## config.mk

```make
export PLATFORM = sky130hd
export DESIGN_NAME = beam_model_likelihood_accumulator_top_flat
export DESIGN_NICKNAME = d
export VERILOG_FILES = /design/src/rtl/core/bml_pkg.sv /design/src/rtl/core/bml_beam_if.sv /design/src/rtl/core/bml_weight_if.sv /design/src/rtl/core/beam_model_likelihood_accumulator_top.sv /design/src/flat_wrapper.sv
export SDC_FILE = /design/constraint.sdc
export NUM_CORES = 2
export LEC_CHECK = 0
export ABC_AREA = 1
export BUFFER_PORTS_ARGS = -buffer_cell sky130_fd_sc_hd__buf_2
export CORE_UTILIZATION = 45
export CTS_BUF_LIST = sky130_fd_sc_hd__clkbuf_16
export DETAILED_ROUTE_END_ITERATION = 8
export GPL_TIMING_DRIVEN = 0
export PLACE_DENSITY = 0.59
export SKIP_CTS_REPAIR_TIMING = 1
export SLEW_MARGIN = 30
export SYNTH_ARGS = -nofsm -noshare
export SYNTH_HDL_FRONTEND = slang
export SYNTH_SLANG_ARGS = --single-unit
```

## constraint.sdc

```tcl
create_clock -name i_clk -period 13.05 [get_ports i_clk]
set_input_delay 0.6525 -clock i_clk [delete_from_list [all_inputs] [get_ports i_clk]]
set_output_delay 0.6525 -clock i_clk [all_outputs]
set_load 0.005 [all_outputs]
```

## src/rtl/core/bml_pkg.sv

```systemverilog
// Package: constants, register codes and exp(-x) sample table for the beam likelihood block.
`timescale 1ns / 1ps
package bml_pkg;

    localparam int RANGE_BITS        = 16;
    localparam int EXP_TABLE_ENTRIES = 256;
    localparam int SUM_BITS_DEF      = 24;
    localparam int REG_BITS          = 16;
    localparam int REG_IDX_BITS      = 3;
    localparam int WEIGHT_BITS       = 24;
    localparam int EXP_X_BITS        = 12;
    localparam int EXP_IDX_BITS      = $clog2(EXP_TABLE_ENTRIES);
    localparam int MUL_A_BITS        = 32;
    localparam int MUL_B_BITS        = 16;
    localparam int MUL_P_BITS        = MUL_A_BITS + MUL_B_BITS;
    localparam int HIT_SHIFT         = 20;
    localparam int SHORT_X_SHIFT     = 14;
    localparam int COEF_SHIFT        = 12;
    localparam int Q16_SHIFT         = 16;
    localparam int COEF_BITS         = 20;
    localparam int PZ_BITS           = 21;

    localparam logic [REG_IDX_BITS-1:0] REG_HIT_WEIGHT    = 3'd0;
    localparam logic [REG_IDX_BITS-1:0] REG_SHORT_WEIGHT  = 3'd1;
    localparam logic [REG_IDX_BITS-1:0] REG_MAX_WEIGHT    = 3'd2;
    localparam logic [REG_IDX_BITS-1:0] REG_RANDOM_DENS   = 3'd3;
    localparam logic [REG_IDX_BITS-1:0] REG_HIT_PRECISION = 3'd4;
    localparam logic [REG_IDX_BITS-1:0] REG_SHORT_RATE    = 3'd5;
    localparam logic [REG_IDX_BITS-1:0] REG_RANGE_LIMIT   = 3'd6;

    localparam logic [REG_BITS-1:0] RST_HIT_WEIGHT    = 16'd52429;
    localparam logic [REG_BITS-1:0] RST_SHORT_WEIGHT  = 16'd6554;
    localparam logic [REG_BITS-1:0] RST_MAX_WEIGHT    = 16'd3277;
    localparam logic [REG_BITS-1:0] RST_RANDOM_DENS   = 16'd109;
    localparam logic [REG_BITS-1:0] RST_HIT_PRECISION = 16'd5689;
    localparam logic [REG_BITS-1:0] RST_SHORT_RATE    = 16'd41;
    localparam logic [REG_BITS-1:0] RST_RANGE_LIMIT   = 16'd30720;

    typedef logic [15:0] t_exp_tab [EXP_TABLE_ENTRIES];

    // exp(-step) by Taylor sum in Q30, then a running product rounded to Q0.16
    function automatic t_exp_tab build_exp_table();
        logic [63:0] d;
        logic [63:0] term;
        logic [63:0] pos;
        logic [63:0] neg;
        logic [63:0] r;
        logic [63:0] e;
        logic [63:0] v;
        t_exp_tab    tab;
        d    = (64'd16 << 30) / EXP_TABLE_ENTRIES;
        term = 64'd1 << 30;
        pos  = 64'd1 << 30;
        neg  = 64'd0;
        e    = 64'd1 << 30;
        for (int k = 1; k <= 24; k++) begin
            term = ((term * d) >> 30) / 64'(k);
            if ((k % 2) == 1) begin
                neg = neg + term;
            end else begin
                pos = pos + term;
            end
        end
        r = (pos > neg) ? (pos - neg) : 64'd0;
        for (int i = 0; i < EXP_TABLE_ENTRIES; i++) begin
            v      = (e + (64'd1 << 13)) >> 14;
            tab[i] = (v > 64'd65535) ? 16'hFFFF : v[15:0];
            e      = (e * r) >> 30;
        end
        return tab;
    endfunction

    localparam t_exp_tab EXP_TABLE = build_exp_table();

endpackage

```

## src/rtl/core/bml_beam_if.sv

```systemverilog
// Interface: beam input channel (valid/ready plus beam fields).
`timescale 1ns / 1ps
interface bml_beam_if;
    logic                            valid;
    logic                            ready;
    logic [bml_pkg::RANGE_BITS-1:0] measured_range;
    logic [bml_pkg::RANGE_BITS-1:0] expected_range;
    logic                            last_beam;

    modport source (output valid, output measured_range, output expected_range,
                    output last_beam, input ready);
    modport sink   (input valid, input measured_range, input expected_range,
                    input last_beam, output ready);
endinterface

```

## src/rtl/core/bml_weight_if.sv

```systemverilog
// Interface: particle weight output channel (valid/ready plus weight fields).
`timescale 1ns / 1ps
interface bml_weight_if;
    logic                             valid;
    logic                             ready;
    logic [bml_pkg::WEIGHT_BITS-1:0] particle_weight;
    logic                             saturated;

    modport source (output valid, output particle_weight, output saturated, input ready);
    modport sink   (input valid, input particle_weight, input saturated, output ready);
endinterface

```

## src/rtl/core/beam_model_likelihood_accumulator_top.sv

```systemverilog
// Top level: beam-model likelihood accumulator on one shared multiplier.
//
//  port       dir  handshake      item
//  i_beam     in   valid/ready    measured_range, expected_range, last_beam
//  o_weight   out  valid/ready    particle_weight, saturated (last beam only)
//  i_cfg_*    in   write enable   register index, 16-bit data
//
// A beam holds the sequencer through Z2, HX, EXP, HW, MIX, C1, C2 and ACC (with SC, SX, a second
// EXP and SA added when measured < expected, for the short term); the next beam waits for idle.
// Every multiply goes through the one 32x16 multiplier under the sequencer.
// i_beam.ready is high only while the sequencer is idle.
// A last beam waits in its final step while the output register is full and not being read.
// Synchronous active-low reset loads register defaults and sets the sum to 1.0.
`timescale 1ns / 1ps
module beam_model_likelihood_accumulator_top #(
    parameter int SUM_BITS = bml_pkg::SUM_BITS_DEF
) (
    input  logic                              i_clk,
    input  logic                              i_rst_n,
    bml_beam_if.sink                          i_beam,
    bml_weight_if.source                      o_weight,
    input  logic                              i_cfg_we,
    input  logic [bml_pkg::REG_IDX_BITS-1:0] i_cfg_index,
    input  logic [bml_pkg::REG_BITS-1:0]     i_cfg_data
);

    localparam int RB  = bml_pkg::RANGE_BITS;
    localparam int XB  = bml_pkg::EXP_X_BITS;
    localparam int IB  = bml_pkg::EXP_IDX_BITS;
    localparam int PB  = bml_pkg::MUL_P_BITS;
    localparam int AB  = bml_pkg::MUL_A_BITS;
    localparam int BB  = bml_pkg::MUL_B_BITS;
    localparam int OWB = bml_pkg::WEIGHT_BITS;
    localparam logic [SUM_BITS-1:0] SUM_ONE = SUM_BITS'(65536);
    localparam logic [SUM_BITS-1:0] SUM_MAX = '1;

    typedef enum logic [11:0] {
        S_IDLE = 12'b0000_0000_0001,
        S_Z2   = 12'b0000_0000_0010,
        S_HX   = 12'b0000_0000_0100,
        S_EXP  = 12'b0000_0000_1000,
        S_HW   = 12'b0000_0001_0000,
        S_SC   = 12'b0000_0010_0000,
        S_SX   = 12'b0000_0100_0000,
        S_SA   = 12'b0000_1000_0000,
        S_MIX  = 12'b0001_0000_0000,
        S_C1   = 12'b0010_0000_0000,
        S_C2   = 12'b0100_0000_0000,
        S_ACC  = 12'b1000_0000_0000
    } t_state;

    t_state r_state, n_state;

    logic [15:0] r_hit_weight, r_short_weight, r_max_weight, r_random_dens;
    logic [15:0] r_hit_precision, r_short_rate, r_range_limit;

    logic [RB-1:0]                 r_m, r_az;
    logic                          r_short, r_last, r_phase;
    logic [AB-1:0]                 r_a;
    logic [XB-1:0]                 r_x;
    logic                          r_xbig;
    logic [15:0]                   r_exp;
    logic [bml_pkg::COEF_BITS-1:0] r_coef;
    logic [bml_pkg::PZ_BITS-1:0]   r_pz;
    logic [15:0]                   r_pz16;
    logic [SUM_BITS-1:0]           r_sum;
    logic                          r_clip;
    logic                          r_ov;
    logic [OWB-1:0]                r_ow;
    logic                          r_osat;

    logic [AB-1:0] w_ma;
    logic [BB-1:0] w_mb;
    logic [PB-1:0] w_prod;

    // table interpolation
    logic [XB+IB-1:0] w_p;
    logic [IB-1:0]    w_idx;
    logic [IB:0]      w_idx1;
    logic [XB-1:0]    w_frac;
    logic [15:0]      w_e0, w_e1, w_delta, w_step, w_y;
    logic             w_dn;

    logic [bml_pkg::PZ_BITS-1:0] w_pz_mix;
    logic [SUM_BITS:0]           w_sum_add;
    logic                        w_sum_ovf;
    logic [SUM_BITS-1:0]         w_sum_new;
    logic [SUM_BITS+OWB-1:0]     w_sum_ext;
    logic                        w_slot;
    logic                        w_acc_go;

    assign i_beam.ready = (r_state == S_IDLE);
    assign o_weight.valid = r_ov;
    assign o_weight.particle_weight = r_ow;
    assign o_weight.saturated = r_osat;

    assign w_slot   = !r_ov || o_weight.ready;
    assign w_acc_go = !r_last || w_slot;

    always_comb begin
        w_p    = (XB+IB)'(r_x) * (XB+IB)'(bml_pkg::EXP_TABLE_ENTRIES);
        w_idx  = w_p[XB+IB-1:XB];
        w_frac = w_p[XB-1:0];
        w_idx1 = {1'b0, w_idx} + (IB+1)'(1);
        w_e0   = bml_pkg::EXP_TABLE[w_idx];
        w_e1   = (w_idx1 < (IB+1)'(bml_pkg::EXP_TABLE_ENTRIES))
               ? bml_pkg::EXP_TABLE[w_idx1[IB-1:0]] : 16'd0;
        w_dn    = (w_e0 >= w_e1);
        w_delta = w_dn ? (w_e0 - w_e1) : (w_e1 - w_e0);
    end

    always_comb begin
        w_ma = '0;
        w_mb = '0;
        unique case (r_state)
            S_Z2: begin
                w_ma = AB'(r_az);
                w_mb = BB'(r_az);
            end
            S_HX: begin
                w_ma = r_a;
                w_mb = r_hit_precision;
            end
            S_EXP: begin
                w_ma = AB'(w_delta);
                w_mb = BB'(w_frac);
            end
            S_HW: begin
                w_ma = AB'(r_hit_weight);
                w_mb = r_exp;
            end
            S_SC: begin
                w_ma = AB'(r_short_weight);
                w_mb = r_short_rate;
            end
            S_SX: begin
                w_ma = AB'(r_m);
                w_mb = r_short_rate;
            end
            S_SA: begin
                w_ma = AB'(r_coef);
                w_mb = r_exp;
            end
            S_C1: begin
                w_ma = AB'(r_pz16);
                w_mb = r_pz16;
            end
            S_C2: begin
                w_ma = r_a;
                w_mb = r_pz16;
            end
            default: begin
                w_ma = '0;
                w_mb = '0;
            end
        endcase
    end

    assign w_prod = w_ma * w_mb;
    assign w_step = w_prod[XB+15:XB];
    assign w_y    = w_dn ? (w_e0 - w_step) : (w_e0 + w_step);

    assign w_pz_mix = r_pz + bml_pkg::PZ_BITS'((r_m >= r_range_limit) ? r_max_weight
                                                                      : r_random_dens);
    assign w_sum_add = {1'b0, r_sum} + (SUM_BITS+1)'(r_a[15:0]);
    assign w_sum_ovf = w_sum_add[SUM_BITS];
    assign w_sum_new = w_sum_ovf ? SUM_MAX : w_sum_add[SUM_BITS-1:0];
    assign w_sum_ext = (SUM_BITS+OWB)'(w_sum_new);

    always_comb begin
        n_state = r_state;
        unique case (r_state)
            S_IDLE: if (i_beam.valid) n_state = S_Z2;
            S_Z2:   n_state = S_HX;
            S_HX:   n_state = S_EXP;
            S_EXP:  n_state = r_phase ? S_SA : S_HW;
            S_HW:   n_state = r_short ? S_SC : S_MIX;
            S_SC:   n_state = S_SX;
            S_SX:   n_state = S_EXP;
            S_SA:   n_state = S_MIX;
            S_MIX:  n_state = S_C1;
            S_C1:   n_state = S_C2;
            S_C2:   n_state = S_ACC;
            S_ACC:  if (w_acc_go) n_state = S_IDLE;
            default: n_state = S_IDLE;
        endcase
    end

    always_ff @(posedge i_clk) begin
        if (!i_rst_n) begin
            r_state         <= S_IDLE;
            r_hit_weight    <= bml_pkg::RST_HIT_WEIGHT;
            r_short_weight  <= bml_pkg::RST_SHORT_WEIGHT;
            r_max_weight    <= bml_pkg::RST_MAX_WEIGHT;
            r_random_dens   <= bml_pkg::RST_RANDOM_DENS;
            r_hit_precision <= bml_pkg::RST_HIT_PRECISION;
            r_short_rate    <= bml_pkg::RST_SHORT_RATE;
            r_range_limit   <= bml_pkg::RST_RANGE_LIMIT;
            r_sum           <= SUM_ONE;
            r_clip          <= 1'b0;
            r_ov            <= 1'b0;
        end else begin
            r_state <= n_state;
            if (i_cfg_we) begin
                unique case (i_cfg_index)
                    bml_pkg::REG_HIT_WEIGHT:    r_hit_weight    <= i_cfg_data;
                    bml_pkg::REG_SHORT_WEIGHT:  r_short_weight  <= i_cfg_data;
                    bml_pkg::REG_MAX_WEIGHT:    r_max_weight    <= i_cfg_data;
                    bml_pkg::REG_RANDOM_DENS:   r_random_dens   <= i_cfg_data;
                    bml_pkg::REG_HIT_PRECISION: r_hit_precision <= i_cfg_data;
                    bml_pkg::REG_SHORT_RATE:    r_short_rate    <= i_cfg_data;
                    bml_pkg::REG_RANGE_LIMIT:   r_range_limit   <= i_cfg_data;
                    default: ;
                endcase
            end
            if (r_state == S_ACC && w_acc_go) begin
                if (r_last) begin
                    r_ov   <= 1'b1;
                    r_ow   <= w_sum_ext[OWB-1:0];
                    r_osat <= r_clip || w_sum_ovf;
                    r_sum  <= SUM_ONE;
                    r_clip <= 1'b0;
                end else begin
                    r_sum  <= w_sum_new;
                    r_clip <= r_clip || w_sum_ovf;
                    if (o_weight.ready) begin
                        r_ov <= 1'b0;
                    end
                end
            end else if (o_weight.ready) begin
                r_ov <= 1'b0;
            end
        end
    end

    // datapath registers
    always_ff @(posedge i_clk) begin
        unique case (r_state)
            S_IDLE: begin
                r_m     <= i_beam.measured_range;
                r_short <= (i_beam.measured_range < i_beam.expected_range);
                r_az    <= (i_beam.measured_range < i_beam.expected_range)
                         ? (i_beam.expected_range - i_beam.measured_range)
                         : (i_beam.measured_range - i_beam.expected_range);
                r_last  <= i_beam.last_beam;
                r_phase <= 1'b0;
                r_pz    <= '0;
            end
            S_Z2: r_a <= w_prod[AB-1:0];
            S_HX: begin
                r_x    <= w_prod[bml_pkg::HIT_SHIFT+XB-1:bml_pkg::HIT_SHIFT];
                r_xbig <= |w_prod[PB-1:bml_pkg::HIT_SHIFT+XB];
            end
            S_EXP: r_exp <= r_xbig ? 16'd0 : w_y;
            S_HW: r_pz <= bml_pkg::PZ_BITS'(w_prod[PB-1:bml_pkg::Q16_SHIFT]);
            S_SC: r_coef <= w_prod[bml_pkg::COEF_SHIFT+bml_pkg::COEF_BITS-1:
                                   bml_pkg::COEF_SHIFT];
            S_SX: begin
                r_x     <= w_prod[bml_pkg::SHORT_X_SHIFT+XB-1:bml_pkg::SHORT_X_SHIFT];
                r_xbig  <= |w_prod[PB-1:bml_pkg::SHORT_X_SHIFT+XB];
                r_phase <= 1'b1;
            end
            S_SA: r_pz <= r_pz + bml_pkg::PZ_BITS'(w_prod[PB-1:bml_pkg::Q16_SHIFT]);
            S_MIX: r_pz16 <= (w_pz_mix > bml_pkg::PZ_BITS'(16'hFFFF)) ? 16'hFFFF
                                                                       : w_pz_mix[15:0];
            S_C1: r_a <= w_prod[PB-1:bml_pkg::Q16_SHIFT];
            S_C2: r_a <= w_prod[PB-1:bml_pkg::Q16_SHIFT];
            S_ACC: ;
            default: ;
        endcase
    end

    a_accept_starts: assert property (@(posedge i_clk) disable iff (!i_rst_n)
        (i_beam.valid && i_beam.ready) |=> (r_state == S_Z2))
        else $error("accepted item did not start the sequence");

    a_out_from_acc: assert property (@(posedge i_clk) disable iff (!i_rst_n)
        $rose(r_ov) |-> ($past(r_state) == S_ACC && $past(r_last)))
        else $error("result loaded outside the accumulate step of a last beam");

    a_sum_restart: assert property (@(posedge i_clk) disable iff (!i_rst_n)
        (r_state == S_ACC && r_last && w_slot) |=> (r_sum == SUM_ONE && !r_clip))
        else $error("accumulator not restarted after last beam");

    a_sum_floor: assert property (@(posedge i_clk) disable iff (!i_rst_n)
        (r_state != S_IDLE) |-> (r_sum >= SUM_ONE))
        else $error("accumulator below 1.0");

endmodule
```

## src/flat_wrapper.sv

```systemverilog
// flat-port wrapper written by rule: the top's interface ports become plain ports
module beam_model_likelihood_accumulator_top_flat 
#(
    parameter int SUM_BITS = bml_pkg::SUM_BITS_DEF
)
  (i_clk, i_rst_n, i_cfg_we, i_cfg_index, i_cfg_data, i_beam_valid, i_beam_measured_range, i_beam_expected_range, i_beam_last_beam, i_beam_ready, o_weight_valid, o_weight_particle_weight, o_weight_saturated, o_weight_ready);
  bml_beam_if i_beam_i ();
  bml_weight_if o_weight_i ();
  input  logic i_clk;
  input  logic i_rst_n;
  input  logic i_cfg_we;
  input  logic [bml_pkg::REG_IDX_BITS-1:0] i_cfg_index;
  input  logic [bml_pkg::REG_BITS-1:0] i_cfg_data;
  input wire logic [$bits(i_beam_i.valid)-1:0] i_beam_valid;
  input wire logic [$bits(i_beam_i.measured_range)-1:0] i_beam_measured_range;
  input wire logic [$bits(i_beam_i.expected_range)-1:0] i_beam_expected_range;
  input wire logic [$bits(i_beam_i.last_beam)-1:0] i_beam_last_beam;
  output wire logic [$bits(i_beam_i.ready)-1:0] i_beam_ready;
  output wire logic [$bits(o_weight_i.valid)-1:0] o_weight_valid;
  output wire logic [$bits(o_weight_i.particle_weight)-1:0] o_weight_particle_weight;
  output wire logic [$bits(o_weight_i.saturated)-1:0] o_weight_saturated;
  input wire logic [$bits(o_weight_i.ready)-1:0] o_weight_ready;
  assign i_beam_i.valid = i_beam_valid;
  assign i_beam_i.measured_range = i_beam_measured_range;
  assign i_beam_i.expected_range = i_beam_expected_range;
  assign i_beam_i.last_beam = i_beam_last_beam;
  assign i_beam_ready = i_beam_i.ready;
  assign o_weight_valid = o_weight_i.valid;
  assign o_weight_particle_weight = o_weight_i.particle_weight;
  assign o_weight_saturated = o_weight_i.saturated;
  assign o_weight_i.ready = o_weight_ready;
  beam_model_likelihood_accumulator_top #(.SUM_BITS(SUM_BITS)) u_core (.i_clk(i_clk), .i_rst_n(i_rst_n), .i_beam(i_beam_i), .o_weight(o_weight_i), .i_cfg_we(i_cfg_we), .i_cfg_index(i_cfg_index), .i_cfg_data(i_cfg_data));
endmodule
```

## After elaboration in Yosys (flattened, before gate mapping)

Memory sizes are Yosys's and may differ from the RTL's.
Index checks and enable logic that the tools add are counted.

- Flip-flop bits (word level): 328
- Output and inout bits: 27
- Memories: 2
- Memory bits (read-only): 8192
- Input bits: 57

Memory list:

| memory | words | width | rd ports | clocked after memory_dff | wr ports | line | text |
|---|---|---|---|---|---|---|---|
| (no name shown) | 256 | 16 | 1 | 0 | 0 | beam_model_likelihood_accumulator_top.sv:105 | `w_e0 = bml_pkg::EXP_TABLE[w_idx];` |
| (no name shown) | 256 | 16 | 1 | 0 | 0 | beam_model_likelihood_accumulator_top.sv:107 | `? bml_pkg::EXP_TABLE[w_idx1[IB-1:0]] : 16'd0;` |

- Bitwise gates (word level): 2
- Add/sub/neg operators: 10
- Muxes and demuxes: 27
- Equality and inequality tests: 20
- $mul: 1
- Reduce and logical (&&, ||, !) cells: 27
- $lt $le $gt $ge: 7

Operator list:

| operator | number |
|---|---|
| case mux 32 bit (8 select lines) | 1 |
| 2-to-1 mux 16 bit | 9 |
| case mux 12 bit (11 select lines) | 1 |
| case mux 16 bit (6 select lines) | 1 |
| subtractor 16 bit | 5 |
| case mux 32 bit (2 select lines) | 1 |
| case mux 21 bit (3 select lines) | 1 |
| multiplier 32 x 16 -> 48 bit | 1 |
| 2-to-1 mux 24 bit | 2 |
| adder 21 bit | 2 |
| >= comparator 16 bit | 2 |
| adder 24 x 16 -> 25 bit | 1 |
| 2-to-1 mux 12 bit | 2 |
| case mux 12 bit (2 select lines) | 1 |
| OR reduction 22 bit | 1 |
| greater-than comparator 21 x 16 -> 1 bit (second input constant) | 1 |
| >= comparator 9 bit (second input constant) | 2 |
| inverter 8 -> 9 bit | 2 |
| adder 16 bit | 1 |
| less-than comparator 16 bit | 1 |
| AND reduction 2 bit | 8 |
| OR reduction 16 bit | 1 |
| equality test 12 x 1 -> 1 bit (second input constant) | 1 |
| equality test 12 x 10 -> 1 bit (second input constant) | 1 |
| other kinds (29) | 45 |

## Logic depth before layout (Yosys ltp)

- Word-level depth: 12
- Mapped depth: 71
- Mapped depth without buffers: 68

## Worst setup path before layout

No wires, ideal clock.

- Path type: register -> register
- From: reg u_core.r_x[5]
- To: reg u_core.r_exp[15], data pin
- Slack: 1.955 ns
- Library setup time: 0.255 ns
- Stages on the path, launching flop included: 64
- Arrival time: 10.840 ns
- Path through: edfxtp_1 -> ha_1 -> inv_1 -> ha_1 -> clkbuf_1 -> clkbuf_1 -> nor2_1 -> o21ai_0 -> o21ai_0 -> o211ai_1 -> o21ai_0 -> nand2_1 -> nand2_1 -> inv_1 -> ha_1 -> inv_1 -> fa_1 -> a21boi_2 -> [28 not listed] -> xnor2_1 -> ha_1 -> nand4_1 -> o21ai_0 -> xor2_1 -> inv_1 -> ha_1 -> a21oi_1 -> o21a_1 -> nand2_1 -> nand3_1 -> nand2_1 -> nand2_1 -> nand2_1 -> a31oi_1 -> nand3_1 -> nand2_1 -> nor2_1

- Cells in the longest elaborated chain, start to end: 12
- Elaborated cells between the ends (all ways): 20
- Classes of those cells: add/sub (5); mul (1); order compare (2); mux (8); bitwise (2); memory (2)

RTL lines:

| item | line | text |
|---|---|---|
| from (decl) | beam_model_likelihood_accumulator_top.sv:60 | `logic [XB-1:0] r_x;` |
| from (signal assigned) | beam_model_likelihood_accumulator_top.sv:251 | `r_x <= w_prod[bml_pkg::HIT_SHIFT+XB-1:bml_pkg::HIT_SHIFT];` |
| from (signal assigned) | beam_model_likelihood_accumulator_top.sv:259 | `r_x <= w_prod[bml_pkg::SHORT_X_SHIFT+XB-1:bml_pkg::SHORT_X_SHIFT];` |
| adder 8 x 1 -> 9 bit | beam_model_likelihood_accumulator_top.sv:104 | `w_idx1 = {1'b0, w_idx} + (IB+1)'(1);` |
| inverter 8 -> 9 bit (not written as such) | beam_model_likelihood_accumulator_top.sv:107 |  |
| memory (256 x 16 bit) | - |  |
| 2-to-1 mux 16 bit (not written as such) (2 in series) | beam_model_likelihood_accumulator_top.sv:107 |  |
| 2-to-1 mux 16 bit | beam_model_likelihood_accumulator_top.sv:107 |  |
| subtractor 16 bit / >= comparator 16 bit (equally long branches) | beam_model_likelihood_accumulator_top.sv:109, beam_model_likelihood_accumulator_top.sv:108 |  |
| 2-to-1 mux 16 bit | beam_model_likelihood_accumulator_top.sv:109 | `w_delta = w_dn ? (w_e0 - w_e1) : (w_e1 - w_e0);` |
| case mux 32 bit (8 select lines) | beam_model_likelihood_accumulator_top.sv:115 | `unique case (r_state)` |
| multiplier 32 x 16 -> 48 bit | beam_model_likelihood_accumulator_top.sv:159 | `assign w_prod = w_ma * w_mb;` |
| adder 16 bit / subtractor 16 bit (equally long branches) | beam_model_likelihood_accumulator_top.sv:161 | `assign w_y = w_dn ? (w_e0 - w_step) : (w_e0 + w_step);` |
| 2-to-1 mux 16 bit (*) | beam_model_likelihood_accumulator_top.sv:161 |  |
| to (signal assigned) | beam_model_likelihood_accumulator_top.sv:254 | `S_EXP: r_exp <= r_xbig ? 16'd0 : w_y;` |
| to (decl) | beam_model_likelihood_accumulator_top.sv:62 | `logic [15:0] r_exp;` |

Every way passes the cells marked *; elsewhere a longest branch is shown, timed or not. The select of a mux whose other input is x is not followed.
A chain may end at the register's enable or synchronous reset.

## Worst setup path after layout

- From: reg u_core.r_x[5]
- To: reg u_core.r_pz[16] (netlist bit), data pin

- Cells in the longest elaborated chain, start to end: 12
- Elaborated cells between the ends (all ways): 19
- Classes of those cells: add/sub (4); mul (1); order compare (2); mux (8); bitwise (2); memory (2)

RTL lines:

| item | line | text |
|---|---|---|
| adder 8 x 1 -> 9 bit | beam_model_likelihood_accumulator_top.sv:104 |  |
| inverter 8 -> 9 bit (not written as such) | beam_model_likelihood_accumulator_top.sv:107 |  |
| memory (256 x 16 bit) | - |  |
| 2-to-1 mux 16 bit (not written as such) (2 in series) | beam_model_likelihood_accumulator_top.sv:107 |  |
| 2-to-1 mux 16 bit | beam_model_likelihood_accumulator_top.sv:107 |  |
| subtractor 16 bit / >= comparator 16 bit (equally long branches) | beam_model_likelihood_accumulator_top.sv:109, beam_model_likelihood_accumulator_top.sv:108 |  |
| 2-to-1 mux 16 bit (*) | beam_model_likelihood_accumulator_top.sv:109 |  |
| case mux 32 bit (8 select lines) (*) | beam_model_likelihood_accumulator_top.sv:115 |  |
| multiplier 32 x 16 -> 48 bit (*) | beam_model_likelihood_accumulator_top.sv:159 |  |
| net u_core.w_prod[23] | beam_model_likelihood_accumulator_top.sv:74 | `logic [PB-1:0] w_prod;` |
| adder 21 bit (*) | beam_model_likelihood_accumulator_top.sv:263 | `S_SA: r_pz <= r_pz + bml_pkg::PZ_BITS'(w_prod[PB-1:bml_pkg::Q16_SHIFT]);` |
| case mux 21 bit (3 select lines) (*) | beam_model_likelihood_accumulator_top.sv:238 | `unique case (r_state)` |
| to (signal assigned) | beam_model_likelihood_accumulator_top.sv:255 | `S_HW: r_pz <= bml_pkg::PZ_BITS'(w_prod[PB-1:bml_pkg::Q16_SHIFT]);` |
| to (signal assigned) | beam_model_likelihood_accumulator_top.sv:263 |  |
| to (decl) | beam_model_likelihood_accumulator_top.sv:64 | `logic [bml_pkg::PZ_BITS-1:0] r_pz;` |

Mark *: on every way through the listed nets, which the timed path passes. The rest lies on a longest branch. The select of a mux whose other input is x is not followed.

==> impl_metrics.sql <==
INSERT INTO impl_metrics (metric_group, metric, value, unit) VALUES
('synthesis', 'ys_types', '75', ''),
('sta', 'slew_headroom', '21.1', '%'),
('floorplan', 'die_area', '94900', 'um2'),
('routing', 'wl_met2', '76600', 'um'),
('sta', 'setup_total_negative_slack', '0', 'ns'),
('setup_path', 'worst_stage_delay_on_the_critical_path', '0.57', 'ns'),
('synthesis', 'synth_seq_cells', '328', ''),
('setup_path', 'cp.arrival', '12.91', 'ns'),
('cts', 'clock_insertion_delay_worst_skew', '0.61', 'ns'),
('synthesis', 'synth_cells', '5711', ''),
('routing', 'drtIter0Drc', '4545', ''),
('setup_path', 'reg2reg_setup_slack', '0.45', 'ns'),
('synthesis', 'synth_seq_area_share', '19.8', '%'),
('setup_path', 'timing.critical_path.fanout_max', '10', ''),
('routing', 'via_density_per_instance', '5.78', ''),
('setup_path', 'crit_buf_inv', '14', ''),
('grt', 'grt_use_total', '37.4', '%'),
('sta', 'finalHoldViolations', '0', ''),
('min_path', 'worst_hold_path.endpoint', 'u_core.r_last', ''),
('cts', 'clock_tree.htree_level_count', '2', ''),
('final_layout', 'nNetsFinal', '6673', ''),
('grt', 'globalRoute.totalOverflow', '0', ''),
('placement', 'portBuffers', '82', ''),
('final_layout', 'flow.area_growth_from_synthesis', '11.0', '%'),
('floorplan', 'initial_core_util', '45.7', '%'),
('setup_path', 'timing.setup.critical_path_class', 'reg2reg', ''),
('setup_path', 'setup.worst_path.start_class', 'register', ''),
('floorplan', 'die_height', '308', 'um'),
('routing', 'met3_wirelength', '18000', 'um'),
('cts', 'num_cts_buffers', '41', ''),
('placement', 'place_congestion', '1.02', ''),
('sta', 'finalCritPeriodShare', '96.5', '%'),
('outcome', 'result_of_the_run', 'finished clean', ''),
('sta', 'finalMaxSlewViolations', '0', ''),
('synthesis', 'ys_warn_count', '0', ''),
('synthesis', 'netlist_area', '42100', 'um2'),
('routing', 'dr_total_vias', '41400', ''),
('grt', 'antenna_found_initial', '9', ''),
('sta', 'final_period_minus_worst_setup_slack', '12.60', 'ns'),
('routing', 'wl_met1', '76400', 'um'),
('setup_path', 'endpoint_kind', 'register', ''),
('setup_path', 'critPathTopFamily', 'adder cells', ''),
('setup_path', 'slowest_stage', 'edfxtp_1', ''),
('synthesis', 'synth.net_count', '6494', ''),
('cts', 'clkTransAtPathRegs', '0.06', 'ns'),
('routing', 'top_layer', 'met5', ''),
('grt', 'first_global_vias', '39400', ''),
('synthesis', 'synth_edf_count', '178', ''),
('cts', 'root_buffer', 'clkbuf_16', ''),
('setup_path', 'r2r-start', 'u_core.r_x[5]', ''),
('floorplan', 'floorplan.io_pins', '84', ''),
('routing', 'route.antenna.remaining_nets', '0', ''),
('power', 'powerDensity', '71.3', 'nW/um2'),
('floorplan', 'fp.dieW', '308', 'um'),
('sta', 'fin_skew', '0.0250', 'ns'),
('setup_path', 'reg2reg_depth', '58', ''),
('sta', 'worst_slack', '0.452', 'ns'),
('sta', 'actual_transition_at_the_worst_max_transition_pin', '1.18', 'ns'),
('setup_path', 'critical-path-top-cell-by-count', 'nand2_1', ''),
('setup_path', 'endpoint_of_the_worst_register_to_register_path', 'u_core.r_pz[16]', ''),
('job', 'drv_cap', '0', ''),
('final_layout', 'layout_cell_share_with_drive_strength_beyond_1', '9.49', '%'),
('final_layout', 'fillerInstances', '9429', ''),
('synthesis', 'synthesized_area_divided_by_synthesized_cell_count', '7.38', 'um2'),
('sta', 'max_freq', '79.4', 'MHz'),
('placement', 'dp_hpwl', '145000', 'um'),
('cts', 'ctsLongestPathBuffers', '3', ''),
('power', 'power.leakage', '0.0219', 'uW'),
('routing', 'drt-wirelength-per-cell', '24.9', 'um'),
('setup_path', 'worst_ep_required', '13.37', 'ns'),
('min_path', 'holdCritPathClass', 'in2reg', '');
==> cells in the mapped netlist, types with 55 or more instances <==
library cell  number  area (um2)
a21oi_1          392        1960
buf_2             71         355
clkbuf_1          81         304
dfxtp_1          150        3000
edfxtp_1         178        5350
fa_1             426        8530
ha_1             300        3750
inv_1            934        3510
nand2_1         1387        5210
nand3_1          240        1200
nor2_1           522        1960
o21ai_0          395        1980
xor2_1            55         482
==> where the power goes <==
group	internal, uW	switching (uW)	leakage (uW)
combinational	244	555	0.0183
sequential	1190	68.4	0.00284
clock	752	527	0.000740
total	2180	1150	0.0219
==> final cells by class <==
cell class              instances  area, um2  area share [%]
multi-input cells            4214      29700            63.5
flip-flops and latches        328       8350            17.8
inverters                     973       3700            7.90
well taps                    1243       1560            3.33
clock buffers                  43       1080            2.30
plain buffers                 194       1070            2.28
repair buffers                138        906            1.94
clock inverters                33        425           0.910
diodes                          1       2.50         0.00535
==> per-stage QoR <==
stage	area [um2]	hold slack, ns	std cells	util [%]
global placement	44100	0.433	7036	47.8
floorplan	42100	0.421	5711	-
global route	46800	0.241	7166	50.7
finish	46800	0.239	7167	50.7
detailed placement	44200	0.438	7039	47.9
CTS	45700	0.218	7115	49.6
==> how the worst max path moves through the flow <==
stage | from | to | slack (ns) | cells after the start
global route | u_core.r_x[5] | u_core.r_exp[15] | -0.03 | 61
CTS | u_core.r_x[5] | u_core.r_pz[17] | -2.28 | 61
floorplan | u_core.r_x[5] | u_core.r_exp[15] | 1.95 | 63
global placement | u_core.r_x[5] | u_core.r_pz[20] | -2.52 | 60
detailed placement | u_core.r_x[5] | u_core.r_pz[17] | -2.22 | 59
finish | u_core.r_x[5] | u_core.r_pz[16] | 0.45 | 58
==> per-layer routing <==
metal	global-route usage [%]	vias to the layer above
li1	-	18800
met1	52.3	20100
met2	56.6	2178
met3	7.76	381
met4	14.1	8
met5	0	-
==> layout by cell type (no fill, tap or decap), types with 11 or more instances in the layout <==
cell        synthesis  layout
nand2_1          1387    1357
inv_1             934     923
nor2_1            522     508
fa_1              426     426
a21oi_1           392     391
o21ai_0           395     381
ha_1              300     286
nand3_1           240     237
edfxtp_1          178     178
dfxtp_1           150     150
buf_2              71     146
buf_4              20      73
clkbuf_1           81      64
nand4_1            53      53
xor2_1             55      52
o211ai_1           51      51
clkbuf_16           0      43
nor3_1             43      41
nand2_2            18      33
inv_2              23      30
or2_2              22      22
nor2_2              9      20
o21ai_1             8      20
xnor2_1            20      19
buf_6              13      18
o221ai_1           20      18
nand2_4             4      17
a31oi_1            16      16
clkinv_1           13      16
o2111ai_1          17      16
mux2_2             15      15
clkinvlp_4          0      14
o21bai_1           13      13
a22o_1             13      13
a22oi_1            13      13
buf_1              12      12
nor2_4              7      11
a21o_1             11      11
nand3b_1           11      11
==> kinds of logic (layout without fill, tap and decap cells) <==
| kind of cell | count (synthesis) | count (layout) | share of synthesized area [%] |
|---|---|---|---|
| mux | 17 | 17 | 0.448 |
| other cells | 0 | 1 | 0 |
| simple gates | 2344 | 2345 | 23.0 |
| flops | 328 | 328 | 19.8 |
| buf+inv | 1170 | 1381 | 11.1 |
| xor+xnor | 75 | 75 | 1.56 |
| fa+ha+maj | 726 | 726 | 29.1 |
| compound gates | 1051 | 1051 | 15.0 |
==> sequential cells by signal, summed over array words and instances, names as in the netlist, 20 cells and up <==
register,flops
u_core.r_a,32
u_core.o_weight.particle_weight,24
u_core.r_sum,24
u_core.r_pz,21
u_core.r_coef,20
(Power assumes the default switching activity.)
